[src/rtl/q32_32_fixed_point_alu_defines.svh]
// Assertion macros for the Q32.32 arithmetic unit
`ifndef Q32_32_FIXED_POINT_ALU_DEFINES_SVH
`define Q32_32_FIXED_POINT_ALU_DEFINES_SVH
// assert that an antecedent implies a consequent in the next cycle
`define Q32_ASSERT_NEXT(label, clk, rst, ante, cons, msg) \
   label: assert property (@(posedge clk) disable iff (rst) (ante) |=> (cons)) \
      else $error(msg);
// assert that an expression holds at every clock edge
`define Q32_ASSERT_ALWAYS(label, clk, rst, expr, msg) \
   label: assert property (@(posedge clk) disable iff (rst) (expr)) else $error(msg);
`endif

[src/rtl/q32_pkg.sv]
// ----------------------------------------------------------------------------
// q32_pkg
// Shared types and codes for the Q32.32 arithmetic unit.
// ----------------------------------------------------------------------------
`default_nettype none
package q32_pkg;
   localparam int unsigned WordBits = 64;
   localparam int unsigned DivSteps = 64;
   localparam int unsigned SqrtSteps = 28;
   localparam logic [63:0] SqStart = 64'h4000000000000000;
   localparam logic [63:0] LowMask = 64'h00000000FFFFFFFF;

   typedef enum logic [3:0] {
      OP_ADD = 4'd0, OP_SUB = 4'd1, OP_MUL = 4'd2, OP_DIV = 4'd3, OP_MOD = 4'd4,
      OP_SQRT = 4'd5, OP_FLOOR = 4'd6, OP_CEIL = 4'd7, OP_FRACT = 4'd8,
      OP_ROUND = 4'd9, OP_MIN = 4'd10, OP_MAX = 4'd11, OP_CMP = 4'd12,
      OP_ABS = 4'd13, OP_NEG = 4'd14, OP_NONE = 4'd15
   } op_type;

   typedef enum logic [1:0] {
      ST_OK = 2'd0, ST_DIVZERO = 2'd1, ST_OVERFLOW = 2'd2, ST_NEGSQRT = 2'd3
   } status_type;

   typedef struct packed {
      logic [3:0] operation;
      logic signed [63:0] operand_a;
      logic signed [63:0] operand_b;
   } req_type;

   typedef struct packed {
      logic signed [63:0] result_value;
      logic [1:0] status;
   } rsp_type;

   // controller -> datapath
   typedef struct packed {
      logic load;      // capture request, do setup
      logic mul_step;  // one partial product phase
      logic div_step;  // one restoring division bit
      logic sqrt_step; // one sqrt iteration
      logic finish;    // form result
   } dp_cmd_type;

   // datapath -> controller
   typedef struct packed {
      logic is_mul;
      logic is_div;   // div or mod, iterative
      logic is_sqrt;
      logic early;    // error status set at load
   } dp_status_type;
endpackage
`default_nettype wire

[src/rtl/q32_controller.sv]
// ----------------------------------------------------------------------------
// q32_controller
// Sequences setup, iterations and result strobe.
// ----------------------------------------------------------------------------
`default_nettype none
module q32_controller (
   input  wire logic                  clock,
   input  wire logic                  reset,
   input  wire logic                  start,
   input  wire q32_pkg::dp_status_type stat,
   output q32_pkg::dp_cmd_type        cmd,
   output logic                       busy,
   output logic                       rsp_valid
);
   import q32_pkg::*;

   typedef enum logic [2:0] {S_IDLE, S_DECODE, S_MUL, S_DIV, S_SQRT, S_FINISH} state_type;

   state_type  state_ff;
   logic [6:0] cnt_ff;
   logic       valid_ff;

   always_ff @(posedge clock) begin
      if (reset) begin
         state_ff <= S_IDLE;
         cnt_ff   <= '0;
         valid_ff <= 1'b0;
      end else begin
         valid_ff <= 1'b0;
         unique case (state_ff)
            S_IDLE: if (start && !valid_ff) state_ff <= S_DECODE;
            S_DECODE: begin
               cnt_ff <= '0;
               if (stat.early) state_ff <= S_FINISH;
               else if (stat.is_mul) state_ff <= S_MUL;
               else if (stat.is_div) state_ff <= S_DIV;
               else if (stat.is_sqrt) state_ff <= S_SQRT;
               else state_ff <= S_FINISH;
            end
            S_MUL: begin
               cnt_ff <= cnt_ff + 7'd1;
               if (cnt_ff == 7'd4) state_ff <= S_FINISH;
            end
            S_DIV: begin
               cnt_ff <= cnt_ff + 7'd1;
               if (cnt_ff == 7'(DivSteps - 1)) state_ff <= S_FINISH;
            end
            S_SQRT: begin
               cnt_ff <= cnt_ff + 7'd1;
               if (cnt_ff == 7'(2 * SqrtSteps - 1)) state_ff <= S_FINISH;
            end
            S_FINISH: begin
               valid_ff <= 1'b1;
               state_ff <= S_IDLE;
            end
            default: state_ff <= S_IDLE;
         endcase
      end
   end

   assign busy           = state_ff != S_IDLE || valid_ff;
   assign cmd.load       = state_ff == S_IDLE && start && !valid_ff;
   assign cmd.mul_step   = state_ff == S_MUL;
   assign cmd.div_step   = state_ff == S_DIV;
   assign cmd.sqrt_step  = state_ff == S_SQRT;
   assign cmd.finish     = state_ff == S_FINISH;
   assign rsp_valid      = valid_ff;
endmodule
`default_nettype wire

[config.mk]
export PLATFORM = sky130hd
export DESIGN_NAME = q32_controller
export DESIGN_NICKNAME = d
export VERILOG_FILES = /design/src/rtl/q32_32_fixed_point_alu_defines.svh /design/src/rtl/q32_pkg.sv /design/src/rtl/q32_controller.sv
export SDC_FILE = /design/constraint.sdc
export NUM_CORES = 1
export LEC_CHECK = 0
export ABC_AREA = 1
export ABC_CLOCK_PERIOD_IN_PS = 2900
export BUFFER_PORTS_ARGS = -buffer_cell sky130_fd_sc_hd__buf_2
export CORE_MARGIN = 2
export CORE_UTILIZATION = 50
export CTS_CLUSTER_DIAMETER = 60
export DETAILED_ROUTE_END_ITERATION = 8
export GPL_TIMING_DRIVEN = 0
export PLACE_DENSITY = 0.78
export RECOVER_POWER = 50
export SETUP_SLACK_MARGIN = 0.4
export SLEW_MARGIN = 20
export SYNTH_ARGS = -nofsm -noshare
export SYNTH_HDL_FRONTEND = slang
export SYNTH_SLANG_ARGS = --single-unit
[constraint.sdc]
create_clock -name clock -period 2.9 [get_ports clock]
set_clock_uncertainty 0.15 [all_clocks]
set_input_delay 0.58 -clock clock [delete_from_list [all_inputs] [get_ports clock]]
set_output_delay 0.58 -clock clock [all_outputs]
set_load 0.005 [all_outputs]
## After elaboration in Yosys (flattened, before gate mapping)

Index checks and enable logic that the tools add are counted.

| storage, ports and cells | value |
|---|---|
| word-level logic and storage cells | 37 |
| flip-flop bits (word level) | 11 |

| cells by class | value |
|---|---|
| add/subtract/negate cells | 1 |
| mux-type cells | 11 |
| reduce and logical (&&, ||, !) cells | 10 |
| equal/unequal tests | 12 |

Operator list:

| operator | number |
|---|---|
| 2-to-1 mux 3 bit | 7 |
| one-hot mux 3 bit (5 select lines) | 1 |
| == test 7 x 6 -> 1 bit (second input constant) | 2 |
| one-hot mux 7 bit (2 select lines) | 1 |
| adder 7 x 1 -> 7 bit (second input constant) | 1 |
| == test 7 x 3 -> 1 bit (second input constant) | 1 |
| == test 3 x 2 -> 1 bit (second input constant) | 2 |
| == test 3 bit (second input constant) | 2 |
| != test 2 x 1 -> 1 bit (second input constant) | 3 |
| AND reduction 4 bit | 1 |
| == test 3 x 1 -> 1 bit (second input constant) | 1 |
| logical AND 1 bit | 3 |
| zero test 3 bit | 1 |
| nonzero test 3 bit | 1 |
| OR reduction 3 bit | 1 |
| 2-to-1 mux 1 bit | 2 |
| != test 2 bit (second input constant) | 1 |
| nonzero test 2 bit | 1 |
| zero test 1 bit | 1 |
| logical OR 1 bit | 1 |

## Logic depth before layout (Yosys ltp)

Gate-level depths: netlist of the first run.

| depth | value |
|---|---|
| word-level depth | 5 |
| gate-level depth with buffers | 10 |

## Worst setup path after synthesis of the first run

No wires, ideal clock.

| path | value |
|---|---|
| path kind | reg-to-output |
| start | reg state_ff[0] |
| end | out cmd[4] in the netlist's numbering |
| stages on the path, launching flop included | 4 |
| data required time | 2.170 ns |
| buffers on the path | 0 |
| arrival | 0.900 ns |
| path slack | 1.270 ns |
| path through | dfxtp_1 > nor3_1 > nand2_1 > nor2_1 |

RTL lines:

| element | RTL line | RTL |
|---|---|---|
| from (decl) | q32_controller.sv:19 | `state_type state_ff;` |
| from (signal assigned) | q32_controller.sv:25 | `state_ff <= S_IDLE;` |
| from (signal assigned) | q32_controller.sv:31 | `S_IDLE: if (start && !valid_ff) state_ff <= S_DECODE;` |
| from (signal assigned) | q32_controller.sv:34 | `if (stat.early) state_ff <= S_FINISH;` |
| to (decl) | q32_controller.sv:11 | `output q32_pkg::dp_cmd_type cmd,` |

==> impl_metrics.env, run 1 <==
export IMPL_run_status="finished clean"
export IMPL_maxCapViolations=0
export IMPL_design_final_nets=138
export IMPL_p_leak_uw=0.000396
export IMPL_ir_worst_vdd_uv=544
export IMPL_largest_net_degree_at_the_start_of_global_routing=9
export IMPL_utilization=0.629
export IMPL_global_route_usage_met3=0.0435
export IMPL_finalHoldViolCount=0
export IMPL_floorplan_rows=13
export IMPL_postSynthNetCount=120
export IMPL_cts_repair_resized=0
export IMPL_setup_violations=0
export IMPL_mostFrequentLayoutCells="nor2_1 (22), nand2_1 (20), inv_1 (13), buf_2 (13), dfxtp_1 (11)"
export IMPL_fin_tns_setup_ns=0
export IMPL_dp_hpwl_mm=1.26
export IMPL_timing_critical_path_arrival_ns=1.37
export IMPL_critical_path_reg2reg_startpoint="cnt_ff[0]"
export IMPL_synth_top_area_cell="dfxtp_1"
export IMPL_grt_remaining_overflow=0
export IMPL_placeableCoreArea_um2=1320
export IMPL_yosys_area_share_adder=0.0521
export IMPL_chipHeight_um=42.0
export IMPL_final_layout_size_suffix_gt1_frac=0.236
export IMPL_wl_per_cell_um=11.2
export IMPL_master_cell_of_the_clock_root_buffer="clkbuf_4"
export IMPL_global_route_peak_usage_layer="met1"
export IMPL_hold_path_startpoint="cnt_ff[5]"
export IMPL_die_area_um2=1760
export IMPL_drv_slew=0
export IMPL_postRouteWirelength_mm=1.59
export IMPL_timing_slew_headroom=0.687
export IMPL_diodes=0
export IMPL_critPathLaunch="state_ff[0]"
export IMPL_critical_path_required_ns=2.17
export IMPL_synth_xor_xnor_area_share=0.0122
export IMPL_number_of_global_route_vias_before_repair=625
export IMPL_grt_setup_unrepaired="false"
export IMPL_gr_usage_met1=0.271
export IMPL_yosys_area_share_simple=0.432
export IMPL_floorplan_io_pins=14
export IMPL_detail_route_drc_violations=0
export IMPL_final_worst_path_period_need_ns=2.10
export IMPL_grtUsageTotal=0.191
export IMPL_synth_area_um2=721
export IMPL_grt_first_pass_wirelength_mm=2.59
export IMPL_initial_utilization=0.547
export IMPL_cts_post_setup_buffers_inserted=0
export IMPL_synthesis_yosys_warnings=0
export IMPL_final_min_period_over_clock_period=0.722
export IMPL_critPathCaptureType="output pin"
export IMPL_largest_family_of_logic_cells_by_synthesized_area="simple AND/OR/NAND/NOR gates"
export IMPL_path_class="reg -> out"
export IMPL_path_clk_slew_ns=0.07
export IMPL_netlist_instances=110
export IMPL_worstMarginPinSlew_ns=0.468
export IMPL_m2_gr_usage=0.269
export IMPL_post_synth_num_cell_types=20
export IMPL_most_common_cell_after_layout_fill_and_taps_aside="nor2_1"
export IMPL_hold_buffers=0
export IMPL_syn_avg_cell_area_um2=6.55
export IMPL_yosysSeqAreaShare=0.306
export IMPL_p_per_area_nw_per_um2=751
export IMPL_clock_tree_from_tritoncts="yes"
export IMPL_synth_compound_area_frac=0.120
export IMPL_worst_hold_check_path_type="reg -> reg"
export IMPL_synth_top_cells_by_area="dfxtp_1 (31%), nor2_1 (11%), nand2_1 (10%)"
export IMPL_firstDrtPassIters=4
export IMPL_synthDominantCellAreaShare=0.306
export IMPL_die_width_um=42.0
export IMPL_via_per_inst=5.34
export IMPL_post_synth_mux_area_share=0
export IMPL_critical_path_max_fanout=7
export IMPL_drt_iter0_drc=14
export IMPL_gpl_final_weighted_congestion=0.809
export IMPL_area_delta_synth_final_pct=14.9
export IMPL_start_kind="register"
export IMPL_cts_htree_levels=1
export IMPL_clkLatencyLatePin_ns=0.28
export IMPL_route_antenna_remaining_nets=0
export IMPL_cts_made_buffers=3
export IMPL_total_power_uw=622
export IMPL_synth_seq_cells=11
export IMPL_dr_total_vias=758
export IMPL_number_of_sinks_handled_by_clock_tree_synthesis=11
export IMPL_fmaxAchievable_ghz=0.477
export IMPL_placement_io_buffers=13
export IMPL_cts_path_max_buffers=2
export IMPL_grt_antenna_before_repair=0
## logic make-up (layout without fill, tap and decap cells)
group                      count (synthesis)  after routing
AOI/OAI and AO/OA                         15             15
xor gates and xnor gates                   1              1
adders and majority gates                  3              3
buffers and inverters                     15             32
DFF                                       11             11
and+or+nand+nor                           65             65
## sequential cells by signal (all words and copies together), names as in the netlist
name and cells:
rsp_valid 1, state_ff 3, cnt_ff 7
## final cells by class
| type | instances | area, um^2 |
|---|---|---|
| sequential | 11 | 220 |
| inverter | 15 | 56.3 |
| fill | 120 | 489 |
| tap | 15 | 18.8 |
| timing repair buffer | 13 | 65.1 |
| multi-input combinational | 84 | 442 |
| clock buffer | 4 | 26.3 |
## Yosys cell counts
cell type and n:
o21bai_2 1, nand2_1 20, ha_1 3, inv_2 2, nand2_2 6, nor3_1 5
o21bai_1 1, a22oi_1 1, inv_1 13, nor2_4 1, o21ai_1 5, nor2_8 1
nor2_2 4, dfxtp_1 11, nor2_1 21, nand3_1 5, nand4_1 1, xor2_1 1
nor3b_1 1, a21oi_1 7
## path summary, 6_finish.rpt
check           endpoint  slack, ns  depth (start not counted)
min reg2reg    cnt_ff[5]       0.35                          2
min            cnt_ff[5]       0.35                          2
max               cmd[4]       0.80                          4
max reg2reg  state_ff[2]       1.30                          8
## per-stage QoR
step | hold slack, ns | std cells | worst slack [ns] | area [um^2]
4_1_cts | 0.356 | 142 | 0.821 | 831
6_report | 0.354 | 142 | 0.805 | 828
2_1_floorplan | 0.317 | 110 | 1.27 | 721
3_5_place_dp | 0.347 | 138 | 1.13 | 805
5_1_grt | 0.399 | 142 | 0.749 | 828
3_3_place_gp | 0.330 | 138 | 1.12 | 805
## per-layer routing
metal,wire length [um],vias to the layer above
met1,803,346
met3,94,3
met5,0,-
met4,25,0
met2,669,23
li1,-,386
## power breakdown
group	switching, uW	total (uW)	internal, uW
registers	38.4	214	176
clock network	54.8	108	53.4
logic	190	299	109
## critical path, stage by stage (launching register included)
cell	delay, ns
dfxtp_1	0.38
nor3_1	0.39
nand2_1	0.11
nor2_1	0.10
buf_2	0.11
(Power assumes the default switching activity.)
==> inputs of run 2 (changes only) <==
--- a/config.mk
+++ b/config.mk
@@ -6,14 +6,14 @@
 export NUM_CORES = 1
 export LEC_CHECK = 0
 export ABC_AREA = 1
-export ABC_CLOCK_PERIOD_IN_PS = 2900
+export ABC_CLOCK_PERIOD_IN_PS = 1900
 export BUFFER_PORTS_ARGS = -buffer_cell sky130_fd_sc_hd__buf_2
 export CORE_MARGIN = 2
-export CORE_UTILIZATION = 50
+export CORE_UTILIZATION = 47
 export CTS_CLUSTER_DIAMETER = 60
 export DETAILED_ROUTE_END_ITERATION = 8
 export GPL_TIMING_DRIVEN = 0
-export PLACE_DENSITY = 0.78
+export PLACE_DENSITY = 0.77
 export RECOVER_POWER = 50
 export SETUP_SLACK_MARGIN = 0.4
 export SLEW_MARGIN = 20
==> constraint.sdc (replaced) <==
create_clock -name clock -period 1.9 [get_ports clock]
set_clock_uncertainty 0.15 [all_clocks]
set_input_delay 0.38 -clock clock [delete_from_list [all_inputs] [get_ports clock]]
set_output_delay 0.38 -clock clock [all_outputs]
set_load 0.005 [all_outputs]
==> run 2 against run 1 <==
  * Sequential share of layout area decreased by 0.83 points
  * Combinational power increased by 94%
  * Sequential power increased by 67%
  * Utilization decreased by 1.1 points
  * Largest cell class unchanged
==> impl_metrics.env, run 2 (synthesis gave the netlist of run 1 again) <==
export IMPL_run_status="finished clean"
export IMPL_grtUsageTotal=0.205
export IMPL_final_critical_path_setup_slack_ns=0.238
export IMPL_die_area_um2=1860
export IMPL_placed_cell_area_um2=806
export IMPL_pre_cts_setup_slack_ns=0.325
export IMPL_floorplan_io_pins=14
export IMPL_finalHoldViolCount=0
export IMPL_cts_htree_levels=1
export IMPL_internal_power_uw=608
export IMPL_global_route_peak_usage_layer="met2"
export IMPL_p_clk_frac=0.150
export IMPL_drt_iter0_drc=16
export IMPL_ir_worst_vdd_uv=676
export IMPL_m2_gr_usage=0.340
export IMPL_cts_made_buffers=3
export IMPL_path_class="reg -> out"
export IMPL_cts_path_max_buffers=2
export IMPL_detail_route_drc_violations=0
export IMPL_worst_hold_check_path_type="in -> reg"
export IMPL_timing_critical_path_arrival_ns=1.13
export IMPL_drv_slew=0
export IMPL_grt_setup_unrepaired="true"
export IMPL_p_leak_uw=0.000423
export IMPL_postRouteWirelength_mm=1.71
export IMPL_firstDrtPassIters=4
export IMPL_hold_worst_slack_ns=0.183
export IMPL_dp_hpwl_mm=1.16
export IMPL_relative_contribution_of_combinational_cells_to_total_power=0.526
export IMPL_path_clk_slew_ns=0.08
export IMPL_placement_io_buffers=13
export IMPL_design_final_nets=142
export IMPL_start_kind="register"
export IMPL_critPathBufInv=1
export IMPL_number_of_sinks_handled_by_clock_tree_synthesis=11
export IMPL_critical_path_top_delay_family="simple AND/OR/NAND/NOR gates"
export IMPL_fin_tns_setup_ns=0
export IMPL_critPathCaptureType="output pin"
export IMPL_final_layout_size_suffix_gt1_frac=0.351
export IMPL_route_antenna_remaining_nets=0
export IMPL_gr_usage_met1=0.233
export IMPL_setup_violations=0
export IMPL_hold_buffers=0
export IMPL_flip_flop_count_of_the_largest_register_after_layout=7
export IMPL_net_switching_power_uw=494
export IMPL_power_share_sequential=0.324
export IMPL_wl_per_cell_um=11.6
export IMPL_largest_net_degree_at_the_start_of_global_routing=9
export IMPL_final_min_period_over_clock_period=0.875
export IMPL_critical_path_s_largest_stage_delay_ns=0.37
export IMPL_timing_slew_headroom=0.638
export IMPL_grt_antenna_before_repair=0
export IMPL_placeableCoreArea_um2=1470
export IMPL_critical_path_required_ns=1.37
export IMPL_floorplan_rows=14
export IMPL_seq_area_um2=234
export IMPL_mostFrequentLayoutCells="nand2_1 (20), nor2_1 (20), buf_2 (13)"
export IMPL_grt_remaining_overflow=0
export IMPL_initial_utilization=0.490
export IMPL_worst_path_max_delay_cell="dfxtp_2"
export IMPL_fill_cells=146
export IMPL_number_of_global_route_vias_before_repair=723
export IMPL_switching_share=0.448
export IMPL_fin_area_um2=908
export IMPL_area_delta_synth_final_pct=26.0
export IMPL_master_cell_of_the_clock_root_buffer="clkbuf_4"
export IMPL_final_worst_path_period_need_ns=1.66
export IMPL_via_per_inst=5.22
export IMPL_clock_tree_from_tritoncts="yes"
export IMPL_clkLatencyLatePin_ns=0.27
export IMPL_critical_path_max_fanout=6
export IMPL_largest_register="cnt_ff"
export IMPL_die_width_um=43.2
export IMPL_global_route_usage_met3=0.0766
export IMPL_p_per_area_nw_per_um2=1210
export IMPL_dr_total_vias=767
export IMPL_grt_first_pass_wirelength_mm=2.85
export IMPL_maxCapViolations=0
export IMPL_fmaxAchievable_ghz=0.602
export IMPL_worstPathCellList="nor3_4, nand2_1, nor2_1, buf_2"
export IMPL_worstMarginPinSlew_ns=0.541
export IMPL_gpl_final_weighted_congestion=0.849
export IMPL_chipHeight_um=43.2
export IMPL_diodes=0
export IMPL_multi_input_area_um2=474
## run 2: routing by layer
layer / up-vias / part of all wire
li1: 391 / -
met2: 15 / 0.52
met3: 6 / 0.041
met4: 0 / 0.022
met5: - / 0
met1: 355 / 0.42
## run 2: stage by stage
stage,util,cells,power [uW]
5_1_grt,0.617,147,1200
6_report,0.617,147,1100
3_5_place_dp,0.548,139,785
3_3_place_gp,0.548,139,778
4_1_cts,0.599,146,1050
2_1_floorplan,-,110,657
## run 2: repair_timing
item,4_1_cts,5_1_grt
endpoints found under the hold margin,0,0
gates cloned,0,0
buffers inserted,3,1
pin swaps,1,4
resized for setup,11,10
endpoints found under the setup margin,7,13
## run 2: worst paths after layout
kind                       to  slack, ns  cells past startpoint        start
setup reg to reg  state_ff[2]       0.26                      7  state_ff[0]
hold reg to reg     cnt_ff[0]       0.33                      1    cnt_ff[0]
setup / recovery       cmd[4]       0.24                      4  state_ff[1]
hold / removal      cnt_ff[1]       0.18                      2        reset
## run 2: layout make-up
cell class / count / area share
well taps: 16 / 0.0220
multi-input cells: 84 / 0.522
repair buffers: 17 / 0.105
flip-flops and latches: 11 / 0.258
inverters: 15 / 0.0647
clock buffers: 4 / 0.0289
## run 2: power groups by stage
| stage | sequential [uW] | combinational [uW] | clock, uW |
|---|---|---|---|
| final | 357 | 579 | 165 |
| after global routing | 365 | 653 | 186 |
| after CTS | 346 | 532 | 173 |
| after detailed placement | 328 | 458 | 0 |
| after global placement | 325 | 453 | 0 |
| after floorplan | 317 | 340 | 0 |
==> inputs of run 3 (changes only) <==
--- a/config.mk
+++ b/config.mk
@@ -15,7 +15,6 @@
 export GPL_TIMING_DRIVEN = 0
 export PLACE_DENSITY = 0.77
 export RECOVER_POWER = 50
-export SETUP_SLACK_MARGIN = 0.4
 export SLEW_MARGIN = 20
 export SYNTH_ARGS = -nofsm -noshare
 export SYNTH_HDL_FRONTEND = slang
==> run 3 against run 2 <==
  * Routed wire length decreased by 12%
  * Critical path depth unchanged
  * First-iteration DRC count down 38%
  * Total power is 14% lower
  * Combinational power is 21% lower
  * Largest power group unchanged
  * Critical path type unchanged
==> impl_metrics.env, run 3 (synthesis gave the netlist of run 1 again) <==
export IMPL_run_status="finished clean"
export IMPL_placeableCoreArea_um2=1470
export IMPL_critical_path_required_ns=1.37
export IMPL_finalHoldViolCount=0
export IMPL_critical_path_reg2reg_startpoint="cnt_ff[0]"
export IMPL_cts_repair_resized=0
export IMPL_drv_slew=0
export IMPL_grtUsageTotal=0.188
export IMPL_postRouteWirelength_mm=1.49
export IMPL_via_per_inst=5.10
export IMPL_global_route_peak_usage_layer="met2"
export IMPL_die_area_um2=1860
export IMPL_chipHeight_um=43.2
export IMPL_critPathBufInv=1
export IMPL_seq_area_um2=220
export IMPL_grt_remaining_overflow=0
export IMPL_initial_utilization=0.490
export IMPL_die_width_um=43.2
export IMPL_reg2reg_slack_ns=0.23
export IMPL_number_of_sinks_handled_by_clock_tree_synthesis=11
export IMPL_path_class="reg -> out"
export IMPL_critical_path_top_delay_family="simple AND/OR/NAND/NOR gates"
export IMPL_pre_cts_setup_slack_ns=0.325
export IMPL_global_route_usage_met3=0.0809
export IMPL_final_min_period_over_clock_period=0.929
export IMPL_hold_path_startpoint="reset"
export IMPL_multi_input_area_um2=439
export IMPL_cts_made_buffers=3
export IMPL_maxCapViolations=0
export IMPL_setup_violations=0
export IMPL_critical_path_s_largest_stage_delay_ns=0.38
export IMPL_placement_io_buffers=13
export IMPL_number_of_global_route_vias_before_repair=666
export IMPL_diodes=0
export IMPL_design_final_nets=138
export IMPL_timing_critical_path_arrival_ns=1.24
export IMPL_start_kind="register"
export IMPL_floorplan_rows=14
export IMPL_p_per_area_nw_per_um2=1150
export IMPL_worstHoldPathCells=2
export IMPL_hold_buffers=0
export IMPL_drt_iter0_drc=10
export IMPL_post_place_cells=139
export IMPL_detail_route_drc_violations=0
export IMPL_cts_path_max_buffers=2
export IMPL_master_cell_of_the_clock_root_buffer="clkbuf_4"
export IMPL_route_antenna_remaining_nets=0
export IMPL_worst_path_max_delay_cell="dfxtp_1"
export IMPL_worstReg2RegEnd="state_ff[2]"
export IMPL_gpl_final_weighted_congestion=0.849
export IMPL_m2_gr_usage=0.293
export IMPL_gr_usage_met1=0.225
export IMPL_cts_post_setup_buffers_inserted=0
export IMPL_clock_tree_from_tritoncts="yes"
export IMPL_cts_htree_levels=1
export IMPL_fmaxAchievable_ghz=0.566
export IMPL_holdPathEnd="cnt_ff[4]"
export IMPL_area_delta_synth_final_pct=14.8
export IMPL_fin_area_um2=827
export IMPL_largest_net_degree_at_the_start_of_global_routing=9
export IMPL_utilization=0.562
export IMPL_final_layout_size_suffix_gt1_frac=0.236
export IMPL_dr_total_vias=729
export IMPL_reg2regPathDepth=8
export IMPL_grt_setup_unrepaired="false"
export IMPL_floorplan_io_pins=14
export IMPL_most_common_cell_after_layout_fill_and_taps_aside="nor2_1"
export IMPL_critical_path_max_fanout=7
export IMPL_final_worst_path_period_need_ns=1.77
export IMPL_fill_cells=154
export IMPL_clkLatencyLatePin_ns=0.28
export IMPL_timing_slew_headroom=0.701
export IMPL_worstMarginPinSlew_ns=0.447
export IMPL_ir_worst_vdd_uv=599
export IMPL_worstPathCellList="nor3_2, nand2_1, nor2_1, buf_2"
export IMPL_final_cells=143
export IMPL_mostFrequentLayoutCells="nor2_1 (23), nand2_1 (20), inv_1 (13), buf_2 (13), dfxtp_1 (11)"
export IMPL_grt_first_pass_wirelength_mm=2.62
export IMPL_final_critical_path_setup_slack_ns=0.134
export IMPL_largest_register="cnt_ff"
export IMPL_path_clk_slew_ns=0.08
export IMPL_critPathCaptureType="output pin"
export IMPL_dp_hpwl_mm=1.16
export IMPL_wl_per_cell_um=10.4
export IMPL_flip_flop_count_of_the_largest_register_after_layout=7
export IMPL_firstDrtPassIters=4
export IMPL_p_leak_uw=0.000397
export IMPL_placed_cell_area_um2=806
export IMPL_worst_hold_check_path_type="in -> reg"
export IMPL_fin_tns_setup_ns=0
export IMPL_grt_antenna_before_repair=0
run 3: cell types whose count changed in the layout (fill, tap and decap cells not counted), sizes merged:
| cell | change |
|---|---|
| buf | -4 |
run 3: metal layers:
metal,share of wire,wire length [um]
met5,0,0
met4,0.019,29
met3,0.073,109
met2,0.46,692
met1,0.44,664
run 3: through the flow:
step           power [uW]  hold WS (ns)
2_1_floorplan         657         0.299
3_3_place_gp          778         0.334
3_5_place_dp          785         0.335
4_1_cts               955         0.175
5_1_grt              1040         0.182
6_report              951         0.178
run 3: layout make-up:
cell class                 instances  share of cell area
inverter                          15              0.0681
timing repair buffer              13              0.0787
multi-input combinational         84               0.531
clock buffer                       4              0.0318
sequential                        11               0.266
tap                               16              0.0242
run 3: report_power, final:
group	total, uW	switching [uW]	internal (uW)
Clock	168	86.3	81.6
Combinational	457	286	170
Sequential	326	57.4	269
Total	951	430	520
run 3: how the worst max path moves through the flow:
stage                     cells after the start  slack [ns]          end         from
after detailed placement                      4        0.33       cmd[4]  state_ff[0]
after global routing                          4        0.05       cmd[4]  state_ff[0]
after global placement                        4        0.33       cmd[4]  state_ff[0]
after floorplan                               8        0.46  state_ff[2]    cnt_ff[0]
after CTS                                     4        0.01       cmd[4]  state_ff[0]
final                                         4        0.13       cmd[4]  state_ff[0]
run 3: worst reg2reg max path: cells and delay by family, from the launching register on:
kind	cells	cell delay (ns)
adder cells (fa/ha/maj)	1	0.19
flip-flops	1	0.43
AND/OR/NAND/NOR	7	0.79
